$ cat src/rtl/lirg_pkg.sv
// Shared constants and types of the linear interpolation resampler.
package lirg_pkg;

  // Default parameter values.
  localparam int unsigned STEP_BITS_DEF = 16;
  localparam int unsigned MAX_OUT_DEF   = 64;

  // Field and register widths.
  localparam int unsigned SAMPLE_W  = 16;
  localparam int unsigned VALUE_W   = 25;
  localparam int unsigned GAIN_W    = 24;
  localparam int unsigned OFFSET_W  = 17;
  localparam int unsigned ZERO_W    = 16;
  localparam int unsigned BITS_W    = 5;
  localparam int unsigned CFG_W     = 24;
  localparam int unsigned CFG_IDX_W = 3;
  localparam int unsigned FRAC_W    = 16;
  localparam int unsigned NUM_W     = VALUE_W + 1 + FRAC_W;

  // Reset values and limits.
  localparam logic [GAIN_W-1:0]  GAIN_RST = GAIN_W'(65536);
  localparam logic [BITS_W-1:0]  BITS_RST = BITS_W'(12);
  localparam logic [BITS_W-1:0]  BITS_MIN = BITS_W'(8);
  localparam logic [BITS_W-1:0]  BITS_MAX = BITS_W'(16);
  localparam logic [VALUE_W-1:0] VAL_MAX  = {1'b0, {(VALUE_W-1){1'b1}}};
  localparam logic [VALUE_W-1:0] VAL_MIN  = {1'b1, {(VALUE_W-1){1'b0}}};

  // Configuration register indexes.
  typedef enum logic [CFG_IDX_W-1:0] {
    CFG_INPUT_STEP  = 3'd0,
    CFG_OUTPUT_STEP = 3'd1,
    CFG_GAIN        = 3'd2,
    CFG_OFFSET      = 3'd3,
    CFG_OUT_ZERO    = 3'd4,
    CFG_OUT_BITS    = 3'd5
  } cfg_idx_t;

  // Status of the shared divider.
  typedef struct packed {
    logic busy;
    logic done;
  } div_stat_t;

endpackage

$ cat src/rtl/lirg_div.sv
// Shared restoring divider: one quotient bit per cycle.
module lirg_div #(
  parameter int unsigned DVD_W = 42,
  parameter int unsigned DVS_W = 16
) (
  input  logic                clk,
  input  logic                rst_n,
  input  logic                start,
  input  logic [DVD_W-1:0]    dividend,
  input  logic [DVS_W-1:0]    divisor,
  output lirg_pkg::div_stat_t stat,
  output logic [DVD_W-1:0]    quotient,
  output logic [DVS_W-1:0]    remainder
);

  localparam int unsigned CNT_W = $clog2(DVD_W + 1);

  logic             busy_r;
  logic             done_r;
  logic [CNT_W-1:0] cnt_r;
  logic [DVD_W-1:0] quo_r;
  logic [DVS_W-1:0] rem_r;
  logic [DVS_W-1:0] dvs_r;
  logic [DVS_W:0]   rem_sh;
  logic [DVS_W:0]   rem_sub;
  logic             fits;

  // One trial subtraction per cycle.
  always_comb begin
    rem_sh  = {rem_r, quo_r[DVD_W-1]};
    rem_sub = rem_sh - {1'b0, dvs_r};
    fits    = (rem_sh >= {1'b0, dvs_r});
  end

  // Step counter and completion pulse.
  always_ff @(posedge clk) begin
    if (!rst_n) begin
      busy_r <= 1'b0;
      done_r <= 1'b0;
      cnt_r  <= '0;
    end else begin
      done_r <= 1'b0;
      if (start) begin
        busy_r <= 1'b1;
        cnt_r  <= CNT_W'(DVD_W);
      end else if (busy_r) begin
        cnt_r <= cnt_r - CNT_W'(1);
        if (cnt_r == CNT_W'(1)) begin
          busy_r <= 1'b0;
          done_r <= 1'b1;
        end
      end
    end
  end

  // Quotient shifts in from the bottom as the dividend shifts out the top.
  always_ff @(posedge clk) begin
    if (start) begin
      quo_r <= dividend;
      rem_r <= '0;
      dvs_r <= divisor;
    end else if (busy_r) begin
      quo_r <= {quo_r[DVD_W-2:0], fits};
      rem_r <= fits ? rem_sub[DVS_W-1:0] : rem_sh[DVS_W-1:0];
    end
  end

  assign stat      = '{busy: busy_r, done: done_r};
  assign quotient  = quo_r;
  assign remainder = rem_r;

endmodule

$ cat config.mk
export PLATFORM = sky130hd
export DESIGN_NAME = lirg_div
export DESIGN_NICKNAME = d
export VERILOG_FILES = /design/src/rtl/lirg_pkg.sv /design/src/rtl/lirg_div.sv
export SDC_FILE = /design/constraint.sdc
export NUM_CORES = 1
export LEC_CHECK = 0
export BUFFER_PORTS_ARGS = -buffer_cell sky130_fd_sc_hd__buf_2
export CORE_MARGIN = 2
export CORE_UTILIZATION = 57
export CTS_CLUSTER_DIAMETER = 200
export DETAILED_ROUTE_END_ITERATION = 8
export PLACE_DENSITY = 0.86
export REMOVE_ABC_BUFFERS = 1
export SYNTH_ARGS = -nofsm -noshare
export SYNTH_HDL_FRONTEND = slang
export SYNTH_SLANG_ARGS = --single-unit
$ cat constraint.sdc
create_clock -name clk -period 4.28 [get_ports clk]
set_input_delay 0.428 -clock clk [delete_from_list [all_inputs] [get_ports clk]]
set_output_delay 0.428 -clock clk [all_outputs]
set_load 0.005 [all_outputs]
# Word-level counts from Yosys, hierarchy flattened
# Cells that the tools add are included.
totals:
  ram_bits: 0
  out_inout_bits: 60
  ff_bits: 82
  word_cells: 25
  mem_bits_ro: 0
  mem_count: 0
  latchBits: 0
op_classes:
  order_cmp: 1
  n_addsub: 2
  n_shift: 0
  muxes: 9
  div_mod_pow: 0
  multipliers: 0
  eq_ne: 1
  bitwise_logic: 2
  n_reduce_logical: 3
op_table:
  columns: ["operator", "n"]
  rows:
  - ["two-way mux 42 bit", 2]
  - [">= comparator 17 x 16 -> 1 bit", 1]
  - ["two-way mux 16 bit", 1]
  - ["subtractor 16 bit", 1]
  - ["two-way mux 6 bit", 2]
  - ["equality test 6 x 1 -> 1 bit, second input constant", 1]
  - ["subtractor 6 x 1 -> 6 bit, second input constant", 1]
  - ["two-way mux 1 bit", 4]
  - ["OR reduction 3 bit", 1]
  - ["NOT 1 bit", 2]
  - ["nonzero test 2 bit", 1]
  - ["OR reduction 2 bit", 1]

# Depth between registers and ports, before layout
# Gate-level depths: netlist of run 1.
depth:
  depth_word: 4
  depth_mapped: 10
  mapped_depth_nobuf: 9

# Worst setup path after synthesis of run 1
# OpenSTA, ideal clock, no wires.
synth_timing:
  kind: "register to register"
  from: "reg quo_r[41], in the netlist quotient[41]"
  to: "reg rem_r[14], in the netlist remainder[14]"
  stages_incl_launch_ff: 10
  arrival_ns: 2.148
  setup_slack_ns: 2.058
  setup_time_ns: 0.074
  required_ns: 4.206
  path_buffers: 0
  cell_sequence: "edfxtp_1 -> inv_1 -> ha_1 -> fa_1 -> nand2b_1 -> a21oi_1 -> o211ai_1 -> a2111oi_0 -> nor3_1 -> o21ai_0"
synth_between:
  elab_chain_cells: 2
synth_lines:
  columns: ["item", "line_no", "rtl"]
  rows:
  - ["start: declaration", "lirg_div.sv:21", "logic [DVD_W-1:0] quo_r;"]
  - ["start signal: assignment", "lirg_div.sv:59", "quo_r <= dividend;"]
  - ["start signal: assignment", "lirg_div.sv:63", "quo_r <= {quo_r[DVD_W-2:0], fits};"]
  - ["subtractor 16 bit / >= comparator 17 x 16 -> 1 bit (equally long branches)", "lirg_div.sv:31, lirg_div.sv:32", null]
  - ["two-way mux 16 bit *", "lirg_div.sv:64", "rem_r <= fits ? rem_sub[DVS_W-1:0] : rem_sh[DVS_W-1:0];"]
  - ["end signal: assignment", "lirg_div.sv:64", null]
  - ["end: declaration", "lirg_div.sv:22", "logic [DVS_W-1:0] rem_r;"]
# Every way passes the cells marked *; elsewhere a longest branch is shown, timed or not.
# A chain may end at the register's enable or synchronous reset.

# Worst setup path in the final report of run 1
layout_timing:
  from: "reg rem_r[5], in the netlist remainder[5]"
  to: "reg quo_r[0], in the netlist quotient[0], data pin"
layout_between:
  elab_chain_cells: 3
layout_lines:
  columns: ["item", "line_no", "rtl"]
  rows:
  - [">= comparator 17 x 16 -> 1 bit", "lirg_div.sv:32", "fits = (rem_sh >= {1'b0, dvs_r});"]
  - ["two-way mux 42 bit", "lirg_div.sv:62", "end else if (busy_r) begin"]
  - ["two-way mux 42 bit", "lirg_div.sv:58", "if (start) begin"]
# No other way between the ends. The select of a mux whose other input is x is not followed.

==> results by group, run 1 <==
Outcome
  – Outcome: completed

Placement
  – Dpl ws: between 1.5 and 2 ns
  – Port bufs: between 100 and 150
  – Area of placed instances: 5102 um^2
  – Post-DP HPWL: between 7 and 8 mm
  – Final GP Congestion: about 0.9

Logic synthesis
  – Largest cells by area after synthesis: edfxtp_1 (39%), dfxtp_1 (11%), mux2_2 (11%)
  – Count leader, synth: edfxtp_1
  – Yosys top cell area share: 0.3884
  – Synth Register Bits: slightly above 80
  – Synth cell types: 57
  – FFs w/ async S/R, synth: 0
  – Post-synth top cells: edfxtp_1 (58), mux2_2 (42), inv_1 (30), o21ai_0 (26), dfxtp_1 (24)
  – EDFF count, synth: 58
  – Syn_area_per_cell: between 10 and 15 um^2
  – Post-synthesis sequential area ratio: 0.4955
  – Mapped Cells: roughly 400
  – Mapped Area: 4484 um^2
  – Number of warnings issued by yosys: 0
  – Primary FF master, synth: edfxtp_1
  – Cell taking the most area after synthesis: edfxtp_1

STA
  – Layout Skew: 0.01311 ns
  – RSZ-0062 raised after global routing: no
  – Setup slack after layout: approximately 1.7 ns
  – Final Hold Viols: 0
  – Fmax: around 0.38 GHz
  – Fin crit share: 0.6121
  – Tmin final: between 2 and 3 ns
  – Worst slew pin tran: about 0.94 ns
  – Setup TNS Final: 0 ns
  – Slew HR: 0.3730
  – Final Max Tran Viols: 0
  – Final setup fails: 0

Setup path
  – Worst Path Arrival: about 2.7 ns
  – Reg-to-reg startpoint: remainder[5]
  – CP Max Fanout: 16
  – Worst R2R Path Depth: 7
  – Endpoint class of the critical path: flip-flop
  – Reg2reg end: quotient[0]
  – CP startpoint kind: flip-flop
  – Reg2Reg Setup Slack: roughly 1.7 ns
  – Worst Path Class, Setup: flip-flop to flip-flop
  – WP data required: between 4 and 5 ns

Worst hold path
  – Hold Path Sink: dvs_r[11]
  – Hold depth: 1
  – Hold Path Class: primary input to flip-flop
  – HP Start: divisor[11]

Global route
  – Global-route wire length before repair: around 17 mm
  – Largest net degree at the start of global routing: 43
  – Total GRT Usage: 0.2477
  – Grt ovf: 0
  – Antenna violations before repair: 0
  – Vias in the first global route: 3,499

CTS
  – H-tree Lvls: 3
  – Later-pin clock latency in the skew report: between 0.3 and 0.4 ns
  – Clock slew at reported path FFs: about 0.090 ns
  – Post-CTS Setup Bufs: 0
  – Clk buf depth: 2
  – CTS tree: yes
  – Post-CTS Resized: 0
  – CTS root buffer: clkbuf_8
  – CTS Buf Count: 9
  – Hold buffer count at CTS: 0
  – Clock sinks: 82

Pwr
  – Total power: around 1.9 mW
  – Power density over cell area: 358.9 nW/um^2
  – Leakage: 2.278 nW
  – Max VDD drop: between 200 and 250 uV

Layout
  – N_diodes: 0
  – Final Instance Area: 5279 um^2
  – Layout cells sized above 1: 0.3707
  – Post-layout nets: 593
  – Area growth syn-to-layout: 17.72%
  – Final core occ: 0.6867

Floorplanning
  – Initial Utilization: 0.5833
  – Row cnt: 32
  – Die Area: approximately 8600 um^2
  – I/O Pins: about 120
  – Area of the core: between 7000 and 8000 um^2
  – Die Y: slightly above 90 um
  – Die X: between 90 and 100 um

Routing
  – Routed vias/inst: between 5 and 6
  – DR WL/cell: around 17 um
  – Pre-Repair DR Iteration Count: 5
  – Antenna-violating nets left: 0
  – Initial DRC count: 273
  – WL final: 10.45 mm
  – DRC: 0
  – DR vias: 3,617

Run
  – Total of max-cap violations: 0
worst max-delay path, cell delays in order, from the launching register on:
cell       delay (ns)
dfxtp_1          0.35
ha_1             0.44
a21oi_2          0.34
o21ba_4          0.24
nand2_4          0.07
o2111ai_4        0.46
nand2_1          0.20
mux2_2           0.29
kinds of logic after synthesis:
group / after synthesis / synth area share
compound gates: 102 / 0.1607
xor+xnor: 12 / 0.02344
flops: 82 / 0.4955
buf+inv: 55 / 0.05469
simple gates: 92 / 0.1055
fa+ha+maj: 19 / 0.05469
mux: 42 / 0.1055
report_power, final:
group	switching, mW	leakage [nW]	internal [mW]	total (mW)
registers	0.0426	0.777	0.933	0.976
logic	0.221	1.42	0.185	0.406
clock network	0.296	0.0799	0.217	0.513
routing by layer:
| layer | global-route usage | vias to the layer above | part of all wire |
|---|---|---|---|
| li1 | - | 1734 | - |
| met1 | 0.3251 | 1710 | 0.42 |
| met2 | 0.3978 | 163 | 0.48 |
| met3 | 0.07486 | 10 | 0.088 |
| met4 | 0.07721 | 0 | 0.0098 |
| met5 | 0 | - | 0 |
sequential cells by signal, indices dropped and copies added, names as in the netlist:
signal,cells
quotient,42
dvs_r,16
remainder,16
cnt_r,6
busy_r,1
done_r,1
area by class of cell:
cell class                      instances  area, um^2
Fill cell                             598        2409
Timing Repair Buffer                  123       623.1
Clock inverter                          6       48.80
Inverter                               30       112.6
Tap cell                              102       127.6
Sequential cell                        82        2222
Multi-Input combinational cell        267        2017
Clock buffer                           10       127.6
how the worst max path moves through the flow:
stage                       from            end  depth (start not counted)
finish              remainder[5]    quotient[0]                          7
global route        quotient[41]  remainder[14]                          9
CTS                 remainder[5]    quotient[0]                          7
detailed placement         start   quotient[36]                          4
global placement           start   quotient[35]                          4
floorplan                 busy_r    quotient[0]                          2
cells in the final DEF, fill, tap and decap left out, types with 10 or more instances in the layout:
cell,count
mux2_2,42
xnor2_1,10
nand3_1,15
and3_1,12
nand2_1,18
inv_1,30
ha_1,18
edfxtp_1,58
a21oi_1,18
o21ai_0,26
buf_2,120
a311oi_1,10
nor2_1,20
dfxtp_1,24
stage by stage:
stage               hold WS [ns]  instances
floorplan                 0.4932        379
global placement          0.5070        604
detailed placement        0.5150        604
CTS                       0.2294        620
global route              0.2272        620
finish                    0.2423        620
Power figures use the tool's default switching activity.
==> inputs of run 2 (changes only) <==
ABC_AREA = 1   (was default)
CORE_UTILIZATION = 53   (was 57)
PLACE_DENSITY = 0.8   (was 0.86)
clock period = 2.5 ns   (was 4.28 ns; I/O delays follow)
==> run 2 against run 1 <==
- flip-flop and latch count is the same
- highest routed layer unchanged
- core utilization decreased by 3.3 points
- count of clock-buffer cells in the layout fell by 1
- combinational power up 9.1%
==> results by group, run 2 <==
Outcome
  – Outcome: completed

Global route
  – Vias in the first global route: 4,022
  – Total GRT Usage: 0.2325
  – Global-route wire length before repair: approximately 18 mm
  – Largest net degree at the start of global routing: between 50 and 60
  – Grt ovf: 0
  – Antenna violations before repair: 0

Routing
  – DRC: 0
  – Initial DRC count: around 220
  – WL final: between 10 and 15 mm
  – Antenna-violating nets left: 0
  – Pre-Repair DR Iteration Count: 5
  – DR vias: 4,051
  – DR WL/cell: 13.15 um
  – Routed vias/inst: approximately 5.1

Pwr
  – Cell Int Power: ~2.1 mW
  – Power density over cell area: 547.2 nW/um^2
  – P_sw: between 0.8 and 0.9 mW
  – Flop pwr share: 0.553
  – Sw Share: 0.2795
  – Clock power share: 0.297
  – Logic pwr share: 0.150
  – Leakage: approximately 2.9 nW
  – Max VDD drop: ~300 uV

Layout
  – Layout cells sized above 1: 0.2356
  – Area growth syn-to-layout: 18.71%
  – Post-layout nets: about 770
  – Most common cell after layout, fill and taps aside: nand2_1
  – Commonest cells after routing, fill and taps aside: nand2_1 (246), buf_2 (120), inv_1 (76)
  – Final Instance Area: ~5400 um^2
  – Final core occ: 0.6536
  – N_diodes: 0
  – Largest register FFs: between 40 and 50

Logic synthesis
  – Number of warnings issued by yosys: 0
  – Mapped Cells: 571
  – Mapped Area: 4547 um^2
  – Cell taking the most area after synthesis: edfxtp_1
  – Largest cells by area after synthesis: edfxtp_1 (38%), nand2_1 (20%), dfxtp_1 (11%)
  – Yosys top cell area share: 0.3830
  – FFs w/ async S/R, synth: 0
  – Synth Register Bits: just over 80
  – Post-synthesis sequential area ratio: 0.4887
  – EDFF count, synth: 58
  – Syn_area_per_cell: 7.963 um^2
  – Primary FF master, synth: edfxtp_1
  – Post-synth top cells: nand2_1 (246), inv_1 (77), edfxtp_1 (58), nand3_1 (34), nor2_1 (28)
  – Synth cell types: 37
  – Count leader, synth: nand2_1

Floorplanning
  – Die Area: between 9000 and 10,000 um^2
  – Row cnt: 33
  – Area of the core: around 8300 um^2
  – Initial Utilization: 0.5506
  – Die Y: just under 100 um
  – I/O Pins: 121
  – Die X: just under 100 um

Setup path
  – Worst Path Class, Setup: flip-flop to flip-flop
  – Reg2Reg Setup Slack: between 0.3 and 0.4 ns
  – WP data required: 2.75 ns
  – CP Max Fanout: 4
  – CP startpoint kind: flip-flop
  – Worst Path Arrival: about 2.4 ns
  – Reg2reg end: remainder[14]
  – Reg-to-reg startpoint: quotient[41]
  – Worst R2R Path Depth: 11
  – Endpoint class of the critical path: flip-flop

Placement
  – Port bufs: 120
  – Post-DP HPWL: between 7 and 8 mm
  – Dpl ws: around 0.45 ns
  – Area of placed instances: 5221 um^2
  – Final GP Congestion: about 0.95

CTS
  – Clk buf depth: 2
  – CTS root buffer: clkbuf_8
  – Clock slew at reported path FFs: approximately 0.090 ns
  – Post-CTS Resized: 0
  – Clock sinks: 82
  – Later-pin clock latency in the skew report: 0.35 ns
  – H-tree Lvls: 3
  – CTS tree: yes
  – CTS Buf Count: 9
  – Hold buffer count at CTS: 0
  – Post-CTS Setup Bufs: 0

Worst hold path
  – HP Start: divisor[6]
  – Hold Path Class: primary input to flip-flop
  – Hold Path Sink: dvs_r[6]
  – Hold depth: 1

STA
  – Final Hold Viols: 0
  – Fin crit share: 0.8413
  – Setup TNS Final: 0 ns
  – Tmin final: approximately 2.1 ns
  – Fmax: around 0.48 GHz
  – Final Max Tran Viols: 0
  – Worst slew pin tran: roughly 0.74 ns
  – Slew HR: 0.5047
  – RSZ-0062 raised after global routing: no
  – Setup slack after layout: roughly 0.40 ns
  – Final setup fails: 0
  – Layout Skew: about 0.0085 ns

Run
  – Total of max-cap violations: 0
==> run 2: kinds of logic (layout without fill, tap and decap cells) <==
group           after synthesis  in the layout  share of synthesized area
compound gates               23             23                    0.03192
simple gates                343            343                     0.3231
buf+inv                      96            221                    0.08695
fa+ha+maj                    19             19                    0.05394
flops                        82             82                     0.4887
xor+xnor                      8              8                    0.01541
==> run 2: worst max-delay path by stage <==
stage / depth (start not counted) / slack, ns / end / start
2_1_floorplan: 2 / 0.58 / quotient[0] / busy_r
3_3_place_gp: 11 / 0.53 / remainder[14] / quotient[41]
3_5_place_dp: 11 / 0.45 / remainder[14] / quotient[41]
4_1_cts: 11 / 0.42 / remainder[14] / quotient[41]
5_1_grt: 11 / 0.20 / remainder[14] / quotient[41]
6_report: 11 / 0.40 / remainder[14] / quotient[41]
==> run 2: final cells by class <==
type,count,area (um^2)
fillers,725,2860
clock buffers,9,123.9
well taps,105,131.4
inverters,80,300.3
multi-input cells,393,1929
repair buffers,125,638.1
flip-flops and latches,82,2222
clock inverters,7,52.55
==> run 2: per-layer routing <==
layer	share of wire	up-vias	track usage
met2	0.48	162	0.3916
li1	-	2040	-
met4	0.017	0	0.07801
met3	0.080	16	0.07225
met5	0	-	0
met1	0.42	1833	0.2838
==> run 2: through the flow <==
step	instances	hold WS, ns	power (mW)
2_1_floorplan	555	0.3489	1.894
3_3_place_gp	785	0.4285	2.092
3_5_place_dp	785	0.4284	2.105
4_1_cts	801	0.04391	2.978
5_1_grt	801	0.04554	3.096
6_report	801	0.06720	2.954
==> run 2: critical path, cell delays in order, from the launching register on <==
cell      delay (ns)
edfxtp_1        0.37
inv_1           0.06
ha_1            0.23
fa_1            0.42
nor2_1          0.13
nor2_1          0.09
o21ai_0         0.30
nand2_1         0.11
nand3_1         0.12
nand3_2         0.07
nand2_1         0.06
nand2_1         0.04
==> run 2: power by group through the flow <==
stage | logic, mW | clock network (mW) | registers, mW
2_1_floorplan | 0.232 | 0 | 1.66
3_3_place_gp | 0.432 | 0 | 1.66
3_5_place_dp | 0.444 | 0 | 1.66
4_1_cts | 0.445 | 0.899 | 1.63
5_1_grt | 0.503 | 0.946 | 1.65
6_report | 0.443 | 0.877 | 1.63
==> inputs of run 3 (changes only) <==
ABC_AREA = 0   (was 1)
clock period = 2 ns   (was 2.5 ns; I/O delays follow)
==> run 3 against run 2 <==
- the run now ends with negative setup slack left
- sequential power grew 28%
- critical path depth down 3
- clock skew increased by 0.0064 ns
- routed wire length up 15%
- non-clock buffer count rose by 74
- critical path type unchanged
==> results by group, run 3 (synthesis results as in run 1) <==
STA
  – Worst slew pin tran: 0.6386 ns
  – Final Hold Viols: 0
  – Fin crit share: 1.073
  – Layout Skew: between 0.01 and 0.015 ns
  – Final setup fails: 17
  – Fmax: 0.4661 GHz
  – Setup slack after layout: -0.1456 ns
  – Setup TNS Final: -1.053 ns
  – Final Max Tran Viols: 0
  – Fin Hold WS: between 0.008 and 0.009 ns
  – Slew HR: 0.5738
  – Tmin final: 2.146 ns
  – RSZ-0062 raised after global routing: yes

Global route
  – Antenna violations before repair: 0
  – Global-route wire length before repair: 18.22 mm
  – Total GRT Usage: 0.2618
  – Grt ovf: 0
  – Vias in the first global route: between 3k and 4k
  – Largest net degree at the start of global routing: 43

Routing
  – DR WL/cell: between 15 and 20 um
  – DRC: 0
  – Routed vias/inst: around 5.6
  – Pre-Repair DR Iteration Count: 4
  – Initial DRC count: 263
  – DR vias: ~3.9k
  – WL final: roughly 12 mm
  – Antenna-violating nets left: 0

Floorplanning
  – Die Area: between 9000 and 10,000 um^2
  – I/O Pins: roughly 120
  – Initial Utilization: 0.5458
  – Area of the core: ~8200 um^2
  – Row cnt: 33
  – Die X: between 90 and 100 um
  – Die Y: about 96 um

Outcome
  – Failing checks: negative setup slack
  – Outcome: finished with violations

CTS
  – CTS root buffer: clkbuf_8
  – Clock sinks: 82
  – Clock slew at reported path FFs: 0.09 ns
  – H-tree Lvls: 3
  – Later-pin clock latency in the skew report: 0.37 ns
  – CTS Buf Count: 9
  – Clk buf depth: 2
  – CTS tree: yes

Setup path
  – Reg2reg end: remainder[10]
  – Worst Path Class, Setup: flip-flop to flip-flop
  – Worst R2R Path Depth: 8
  – CP startpoint kind: flip-flop
  – Reg-to-reg startpoint: dvs_r[14]
  – Endpoint class of the critical path: flip-flop
  – Worst Path Arrival: roughly 2.4 ns
  – WP data required: about 2.3 ns
  – CP Max Fanout: 3
  – CP Launch Point: dvs_r[14]
  – Reg2Reg Setup Slack: -0.15 ns
  – Setup crit end: remainder[10]

Placement
  – Port bufs: 120
  – Post-DP HPWL: around 8.5 mm
  – Dpl ws: -0.2839 ns
  – Final GP Congestion: 0.9567

Layout
  – Largest register FFs: 42
  – N_diodes: 0
  – Area growth syn-to-layout: 40.29%
  – Most common cell after layout, fill and taps aside: buf_2
  – Layout cells sized above 1: 0.4966
  – Post-layout nets: 669
  – Commonest cells after routing, fill and taps aside: buf_2 (120), buf_4 (59), edfxtp_1 (58)

Pwr
  – Power density over cell area: roughly 730 nW/um^2
  – Max VDD drop: between 600 and 700 uV
  – Leakage: between 2 and 3 nW
  – Total power: between 4 and 5 mW

Worst hold path
  – Hold Path Class: primary input to flip-flop

Run
  – Total of max-cap violations: 0
run 3: cell count changes in the layout (fill, tap and decap cells not counted), sizes merged, moves of 12 or more:
cell   delta
nand2   -236
buf      +63
inv      -49
mux2     +42
nand3    -23
o21ai    +18
and3     +13
nor2     -12
run 3: through the flow:
step	cells	area [um^2]	utilization
finish	699	6291	0.7656
detailed placement	667	5584	0.6796
global route	699	6291	0.7656
global placement	667	5584	0.6796
floorplan	379	4352	-
CTS	692	6063	0.7379
run 3: worst min path at each step:
stage / slack (ns) / depth (start not counted) / end / from
2_1_floorplan: 0.27 / 1 / remainder[11] / start
3_3_place_gp: 0.38 / 1 / dvs_r[11] / divisor[11]
3_5_place_dp: 0.38 / 1 / dvs_r[2] / divisor[2]
4_1_cts: 0.003 / 1 / dvs_r[12] / divisor[12]
5_1_grt: -0.002 / 1 / dvs_r[8] / divisor[8]
6_report: 0.008 / 1 / dvs_r[5] / divisor[5]
run 3: layout make-up:
type / instances / area [um^2]
Multi-Input combinational cell: 267 / 2345
Sequential cell: 82 / 2222
Fill cell: 534 / 1926
Timing Repair Buffer: 199 / 1281
Tap cell: 105 / 131.4
Clock buffer: 10 / 127.6
Inverter: 30 / 112.6
Clock inverter: 6 / 71.32
run 3: power by group:
group	internal [mW]	total, mW	switching (mW)
Clock	0.591	1.27	0.681
Combinational	0.616	1.21	0.592
Sequential	2.00	2.08	0.0875
Total	3.20	4.56	1.36
run 3: critical path, stage by stage, from the launching register on:
cell	delay, ns
edfxtp_1	0.39
inv_2	0.08
ha_4	0.19
a21o_1	0.16
a211o_1	0.29
a21oi_4	0.16
o21ai_2	0.10
or4_1	0.53
o211a_1	0.14
run 3: timing repair:
| action | 4_1_cts | 5_1_grt |
|---|---|---|
| setup buffers | 4 | 3 |
| hold buffers | 7 | 4 |
| pin swaps | 16 | 18 |
| endpoints found under the setup margin | 17 | 17 |
| resized for setup | 43 | 24 |
| endpoints found under the hold margin | 7 | 4 |
run 3: per-layer routing:
| layer | GRT usage | share of wire |
|---|---|---|
| met1 | 0.3279 | 0.41 |
| met2 | 0.4375 | 0.51 |
| met3 | 0.07048 | 0.073 |
| met4 | 0.08929 | 0.011 |
| met5 | 0 | 0 |
